--- src/hw/rtl/overlay_scale_alpha_blend_assert.svh ---
// ----------------------------------------------------------------------------
// overlay scale alpha blend assertion macros
// Clocked assertion helpers for the file that checks this block.
// ----------------------------------------------------------------------------
`ifndef OVERLAY_SCALE_ALPHA_BLEND_ASSERT_SVH
`define OVERLAY_SCALE_ALPHA_BLEND_ASSERT_SVH

// same-cycle implication, held off during reset
`define OVSAB_ASSERT_IMPLIES(label, clk, rst_n, ante, cons, msg) \
    label: assert property (@(posedge clk) disable iff (!rst_n) (ante) |-> (cons)) \
        else $error(msg);

// next-cycle implication, held off during reset
`define OVSAB_ASSERT_NEXT(label, clk, rst_n, ante, cons, msg) \
    label: assert property (@(posedge clk) disable iff (!rst_n) (ante) |=> (cons)) \
        else $error(msg);

`endif

--- src/hw/rtl/ovsab_pkg.sv ---
// ----------------------------------------------------------------------------
// ovsab_pkg
// Shared constants, register indexes and control types of the overlay blender.
// ----------------------------------------------------------------------------
`timescale 1ns / 1ps

package ovsab_pkg;

    localparam int OVERLAY_SIDE_DEF   = 256;
    localparam int MAX_FRAME_SIDE_DEF = 4096;

    // field widths
    localparam int ADDR_IN_W    = 16;
    localparam int PIX_W        = 8;
    localparam int FRAME_REG_W  = 13;
    localparam int OV_REG_W     = 9;
    localparam int ALPHA_REG_W  = 16;
    localparam int CFG_INDEX_W  = 3;
    localparam int CFG_DATA_W   = 16;

    // fixed point
    localparam int FRAC_BITS    = 16;
    localparam int BLEND_SHIFT  = 8;
    localparam int ALPHA_W      = 9;
    localparam int ALPHA_ONE    = 256;
    localparam logic [PIX_W-1:0] TRANSPARENT_TEXEL = 8'd255;

    // opcodes
    localparam logic OP_TEXEL_WRITE = 1'b0;
    localparam logic OP_COMPOSITE   = 1'b1;

    // register indexes
    localparam logic [CFG_INDEX_W-1:0] REG_FRAME_WIDTH    = 3'd0;
    localparam logic [CFG_INDEX_W-1:0] REG_FRAME_HEIGHT   = 3'd1;
    localparam logic [CFG_INDEX_W-1:0] REG_OVERLAY_WIDTH  = 3'd2;
    localparam logic [CFG_INDEX_W-1:0] REG_OVERLAY_HEIGHT = 3'd3;
    localparam logic [CFG_INDEX_W-1:0] REG_BLEND_ALPHA    = 3'd4;

    // register reset values
    localparam logic [FRAME_REG_W-1:0] FRAME_WIDTH_RST    = 13'd640;
    localparam logic [FRAME_REG_W-1:0] FRAME_HEIGHT_RST   = 13'd480;
    localparam logic [OV_REG_W-1:0]    OVERLAY_WIDTH_RST  = 9'd256;
    localparam logic [OV_REG_W-1:0]    OVERLAY_HEIGHT_RST = 9'd256;
    localparam logic signed [ALPHA_REG_W-1:0] BLEND_ALPHA_RST = 16'sd128;

    typedef struct packed {
        logic cfg_write;
        logic div_start;
        logic div_sel_y;
        logic step_load;
        logic tx_write;
        logic px_accept;
        logic addr_load;
        logic rd_en;
        logic blend_load;
        logic out_load;
    } ovsab_cmd_t;

    typedef struct packed {
        logic div_done;
    } ovsab_status_t;

endpackage

--- src/hw/rtl/ovsab_ctrl.sv ---
// ----------------------------------------------------------------------------
// ovsab_ctrl
// Sequencer: scale derivation after reset and writes, pixel steps, handshakes.
// ----------------------------------------------------------------------------
`timescale 1ns / 1ps

module ovsab_ctrl import ovsab_pkg::*; (
    input  logic          clk,
    input  logic          rst_n,
    input  logic          in_valid,
    output logic          in_stall,
    input  logic          opcode,
    input  logic          cfg_valid,
    output logic          cfg_ready,
    output logic          out_valid,
    input  logic          out_stall,
    input  ovsab_status_t status,
    output ovsab_cmd_t    cmd
);

    localparam logic [3:0] S_DIVX  = 4'd0;
    localparam logic [3:0] S_WAITX = 4'd1;
    localparam logic [3:0] S_DIVY  = 4'd2;
    localparam logic [3:0] S_WAITY = 4'd3;
    localparam logic [3:0] S_IDLE  = 4'd4;
    localparam logic [3:0] S_ADDR  = 4'd5;
    localparam logic [3:0] S_READ  = 4'd6;
    localparam logic [3:0] S_BLEND = 4'd7;
    localparam logic [3:0] S_OUT   = 4'd8;

    logic [3:0] state_reg, state_next;
    logic       out_valid_reg, out_valid_next;
    logic       in_accept;
    logic       cfg_accept;
    logic       out_free;

    assign cfg_ready  = (state_reg == S_IDLE);
    // a pending config write wins over a request in the same cycle
    assign in_stall   = (state_reg != S_IDLE) || cfg_valid;
    assign in_accept  = in_valid && !in_stall;
    assign cfg_accept = cfg_valid && cfg_ready;
    assign out_free   = !out_valid_reg || !out_stall;

    always_comb
    begin
        state_next     = state_reg;
        out_valid_next = out_valid_reg && out_stall;
        cmd            = '0;
        cmd.cfg_write  = cfg_accept;
        cmd.tx_write   = in_accept && (opcode == OP_TEXEL_WRITE);
        cmd.px_accept  = in_accept && (opcode == OP_COMPOSITE);
        unique case (state_reg)
            S_DIVX:
            begin
                cmd.div_start = 1'b1;
                state_next    = S_WAITX;
            end
            S_WAITX:
            begin
                if (status.div_done)
                begin
                    cmd.step_load = 1'b1;
                    state_next    = S_DIVY;
                end
            end
            S_DIVY:
            begin
                cmd.div_sel_y = 1'b1;
                cmd.div_start = 1'b1;
                state_next    = S_WAITY;
            end
            S_WAITY:
            begin
                cmd.div_sel_y = 1'b1;
                if (status.div_done)
                begin
                    cmd.step_load = 1'b1;
                    state_next    = S_IDLE;
                end
            end
            S_IDLE:
            begin
                if (cfg_accept)
                begin
                    state_next = S_DIVX;
                end
                else if (cmd.px_accept)
                begin
                    state_next = S_ADDR;
                end
            end
            S_ADDR:
            begin
                cmd.addr_load = 1'b1;
                state_next    = S_READ;
            end
            S_READ:
            begin
                cmd.rd_en  = 1'b1;
                state_next = S_BLEND;
            end
            S_BLEND:
            begin
                cmd.blend_load = 1'b1;
                state_next     = S_OUT;
            end
            S_OUT:
            begin
                if (out_free)
                begin
                    cmd.out_load   = 1'b1;
                    out_valid_next = 1'b1;
                    state_next     = S_IDLE;
                end
            end
            default:
            begin
                state_next = S_DIVX;
            end
        endcase
    end

    always_ff @(posedge clk or negedge rst_n)
    begin
        if (!rst_n)
        begin
            state_reg     <= S_DIVX;
            out_valid_reg <= 1'b0;
        end
        else
        begin
            state_reg     <= state_next;
            out_valid_reg <= out_valid_next;
        end
    end

    assign out_valid = out_valid_reg;

endmodule

--- config.mk ---
export PLATFORM = sky130hd
export DESIGN_NAME = ovsab_ctrl
export DESIGN_NICKNAME = d
export VERILOG_FILES = /design/src/hw/rtl/overlay_scale_alpha_blend_assert.svh /design/src/hw/rtl/ovsab_pkg.sv /design/src/hw/rtl/ovsab_ctrl.sv
export SDC_FILE = /design/constraint.sdc
export NUM_CORES = 1
export LEC_CHECK = 0
export BUFFER_PORTS_ARGS = -buffer_cell sky130_fd_sc_hd__buf_2
export CORE_AREA = 5 5 42 44
export DETAILED_ROUTE_END_ITERATION = 10
export DIE_AREA = 0 0 47 49
export SKIP_LAST_GASP = 1
export SLEW_MARGIN = 20
export SYNTH_ARGS = -nofsm -noshare
export SYNTH_HDL_FRONTEND = slang
export SYNTH_SLANG_ARGS = --single-unit
--- constraint.sdc ---
create_clock -name clk -period 2.7 [get_ports clk]
set_clock_uncertainty 0.1 [all_clocks]
set_input_delay 0.54 -clock clk [delete_from_list [all_inputs] [get_ports clk]]
set_output_delay 0.54 -clock clk [all_outputs]
set_load 0.1 [all_outputs]
==> impl_table.tex <==
\begin{tabular}{lr}
\hline
Metric & Value \\
\hline
\multicolumn{2}{l}{\textbf{Critical path}} \\
Maximum net fanout on the critical path & 9 \\
Data arrival, critical path & between 1.5 and 2 ns \\
Crit path launch type & flop \\
Worst Path Class, Setup & reg -> out \\
Endpoint required time on the critical path & just over 2 ns \\
Setup crit end kind & output port \\
\multicolumn{2}{l}{\textbf{Global routing}} \\
Wire length of the first global-routing pass & between 1500 and 2000 um \\
Number of antenna violations at the first check in global routing & 0 \\
Largest net degree at the start of global routing & 12 \\
Global router's overall resource usage & 0.104 \\
Via count of the first global-routing pass & between 400 and 500 \\
Grt total ovfl & 0 \\
\multicolumn{2}{l}{\textbf{Placed design}} \\
Total half-perimeter wirelength after legalization and detailed placement & approximately 860 um \\
Placer congestion estimate & between 0.8 and 0.9 \\
DP Area & just over 500 um2 \\
Post-Place Worst Slack & between 0.4 and 0.5 ns \\
Cell count after placement & 81 \\
Number of buffer cells added on primary ports & 19 \\
\multicolumn{2}{l}{\textbf{STA}} \\
Max frequency & 408 MHz \\
Final cycle utilization of the critical path & 0.908 \\
Final setup vio count & 0 \\
Slew at the pin closest to its max-slew limit & roughly 0.49 ns \\
Normalized max-slew margin & 0.676 \\
Unrepaired setup endpoints after global routing & no \\
Final setup TNS & 0 ns \\
Final number of hold-violating endpoints & 0 \\
Slack of the critical path & around 0.25 ns \\
Max-slew violation total from the final report & 0 \\
Clock period minus final worst setup slack & about 2.5 ns \\
\multicolumn{2}{l}{\textbf{Synthesis}} \\
Yosys synthesis warning count & 0 \\
Most common cell in the netlist & sky130\_fd\_sc\_hd\_\_nor2\_1 \\
Post-synthesis cell count & 49 \\
Dominant register cell in the synthesized netlist & sky130\_fd\_sc\_hd\_\_dfrtp\_1 \\
Cell accounting for the most synthesized area & sky130\_fd\_sc\_hd\_\_dfrtp\_1 \\
Top cells by count, synth & sky130\_fd\_sc\_hd\_\_nor2\_1, sky130\_fd\_sc\_hd\_\_nand2\_1, sky130\_fd\_sc\_hd\_\_dfrtp\_1 \\
Cell Area, Synth & 405 um2 \\
Register area share after synthesis & 0.309 \\
Avg Synthesized Cell Area & between 8 and 9 um2 \\
EDFF count, synth & 0 \\
Share of Yosys cell area claimed by the top area cell type & 0.309 \\
Flip-flop and latch count after synthesis & 5 \\
Async set-or-reset flop fraction in the synthesized netlist & 1.00 \\
Net count after synthesis & 56 \\
Distinct cell type count after synthesis & 27 \\
Synth area leaders & sky130\_fd\_sc\_hd\_\_dfrtp\_1, sky130\_fd\_sc\_hd\_\_nor2\_1, sky130\_fd\_sc\_hd\_\_nand2\_1 \\
\multicolumn{2}{l}{\textbf{Clock tree}} \\
Clock transition at path regs & roughly 0.05 ns \\
Clock Sink Count & 5 \\
Number of buffers added by the clock tree synthesis step & 3 \\
Root buffer cell & sky130\_fd\_sc\_hd\_\_clkbuf\_4 \\
H-tree lvl count & 1 \\
Total setup buffers inserted after CTS & 0 \\
Clock tree from TritonCTS & built \\
Clock tree buffer depth & 2 \\
Later-pin clock latency in the skew report & roughly 0.25 ns \\
\multicolumn{2}{l}{\textbf{Finish}} \\
Layout Area Growth over Synthesis & 36.1\% \\
Number of inserted filler cells in the final layout & approximately 170 \\
Share of post-route cells with drive strength above 1 & 0.457 \\
Final nets & between 70 and 80 \\
Combined area of the multi-input logic cells & $\sim$260 um2 \\
Sequential cell area & roughly 130 um2 \\
Final Non-Filler Cells & 86 \\
Largest register FFs & 4 \\
Area of all placed cells without fillers & 552 um2 \\
Count of antenna diodes in the layout & 0 \\
\multicolumn{2}{l}{\textbf{Drt}} \\
Overall via count from detail\_route & approximately 440 \\
Post-route antenna net violation count & 0 \\
Average routed wire per standard cell & 12.4 um \\
\# DRC & 0 \\
1st-pass router iterations & 2 \\
Violation count after the first detailed-route iteration & 4 \\
Final routed wirelength across all metal layers & approximately 1100 um \\
Vias per cell & between 5 and 6 \\
\multicolumn{2}{l}{\textbf{Floorplanning}} \\
Die area & between 2000 and 2500 um2 \\
Core Rows & 14 \\
Ports & 20 \\
Height of the die & slightly below 50 um \\
Die X & 47 um \\
Std-Cell Core Area & 1400 um2 \\
Starting density of the core & 0.289 \\
\multicolumn{2}{l}{\textbf{Status}} \\
Run status & complete, no violations \\
\multicolumn{2}{l}{\textbf{Worst hold path}} \\
Worst Hold Class & in -> reg \\
\multicolumn{2}{l}{\textbf{Run}} \\
Max Cap Viol & 0 \\
\hline
\end{tabular}
## worst max-delay path, stage by stage, from the launching register on
cell and delay, ns:
sky130_fd_sc_hd__dfrtp_1 0.51, sky130_fd_sc_hd__nand2b_4 0.09, sky130_fd_sc_hd__nor3_4 0.24, sky130_fd_sc_hd__nand2b_4 0.10, sky130_fd_sc_hd__nor3b_4 0.18, sky130_fd_sc_hd__buf_2 0.44
## kinds of logic after synthesis
group                  count (synthesis)  synth area share
AND/OR/NAND/NOR                       28             0.426
buffers and inverters                  5            0.0864
flip-flops                             5             0.309
AO/OA/AOI/OAI                         11             0.179
## layout by cell type, fill, tap and decap left out, types with 2 or more instances in the layout
master	n
sky130_fd_sc_hd__a21oi_1	3
sky130_fd_sc_hd__and3_1	2
sky130_fd_sc_hd__buf_2	19
sky130_fd_sc_hd__clkbuf_4	3
sky130_fd_sc_hd__dfrtp_1	5
sky130_fd_sc_hd__nand2_1	6
sky130_fd_sc_hd__nand2b_4	2
sky130_fd_sc_hd__nor2_1	7
sky130_fd_sc_hd__nor3_1	2
## through the flow
stage                util  hold WS [ns]
finish              0.394         0.469
global placement    0.367         0.259
detailed placement  0.367         0.267
global route        0.394         0.490
CTS                 0.394         0.463
floorplan               -         0.144
## what timing repair did
| item | in CTS | in global routing |
|---|---|---|
| hold buffers | 1 | 0 |
| gates resized for setup | 0 | 0 |
| hold endpoints to repair | 4 | 0 |
| endpoints found under the setup margin | 0 | 0 |
## cell type report
class	count	share of cell area
clock inverters	1	0.00907
multi-input cells	39	0.476
repair buffers	21	0.204
flip-flops and latches	5	0.227
inverters	1	0.00680
well taps	16	0.0363
clock buffers	3	0.0408
## layer usage
layer | part of all wire | global-route usage | wire [um] | vias up
li1 | - | - | - | 217
met1 | 0.41 | 0.122 | 438 | 200
met2 | 0.48 | 0.154 | 508 | 19
met4 | 0.022 | 0.0691 | 23 | 0
met5 | 0 | 0 | 0 | -
met3 | 0.091 | 0.0332 | 97 | 3
## path summary, 6_finish.rpt
| check | startpoint | cells after the start | slack, ns | endpoint |
|---|---|---|---|---|
| max | state_reg[2] | 5 | 0.25 | cmd[5] |
| max reg2reg | state_reg[2] | 4 | 1.32 | state_reg[0] |
| min reg2reg | out_valid | 2 | 0.49 | out_valid |
| min | out_stall | 3 | 0.47 | out_valid |
| max in group asynchronous | rst_n | 2 | 1.81 | state_reg[2] |
| min in group asynchronous | rst_n | 2 | 0.54 | out_valid |
Power is not shown: default switching activity piles up to over one toggle a cycle in this logic, so the estimate is an artifact.
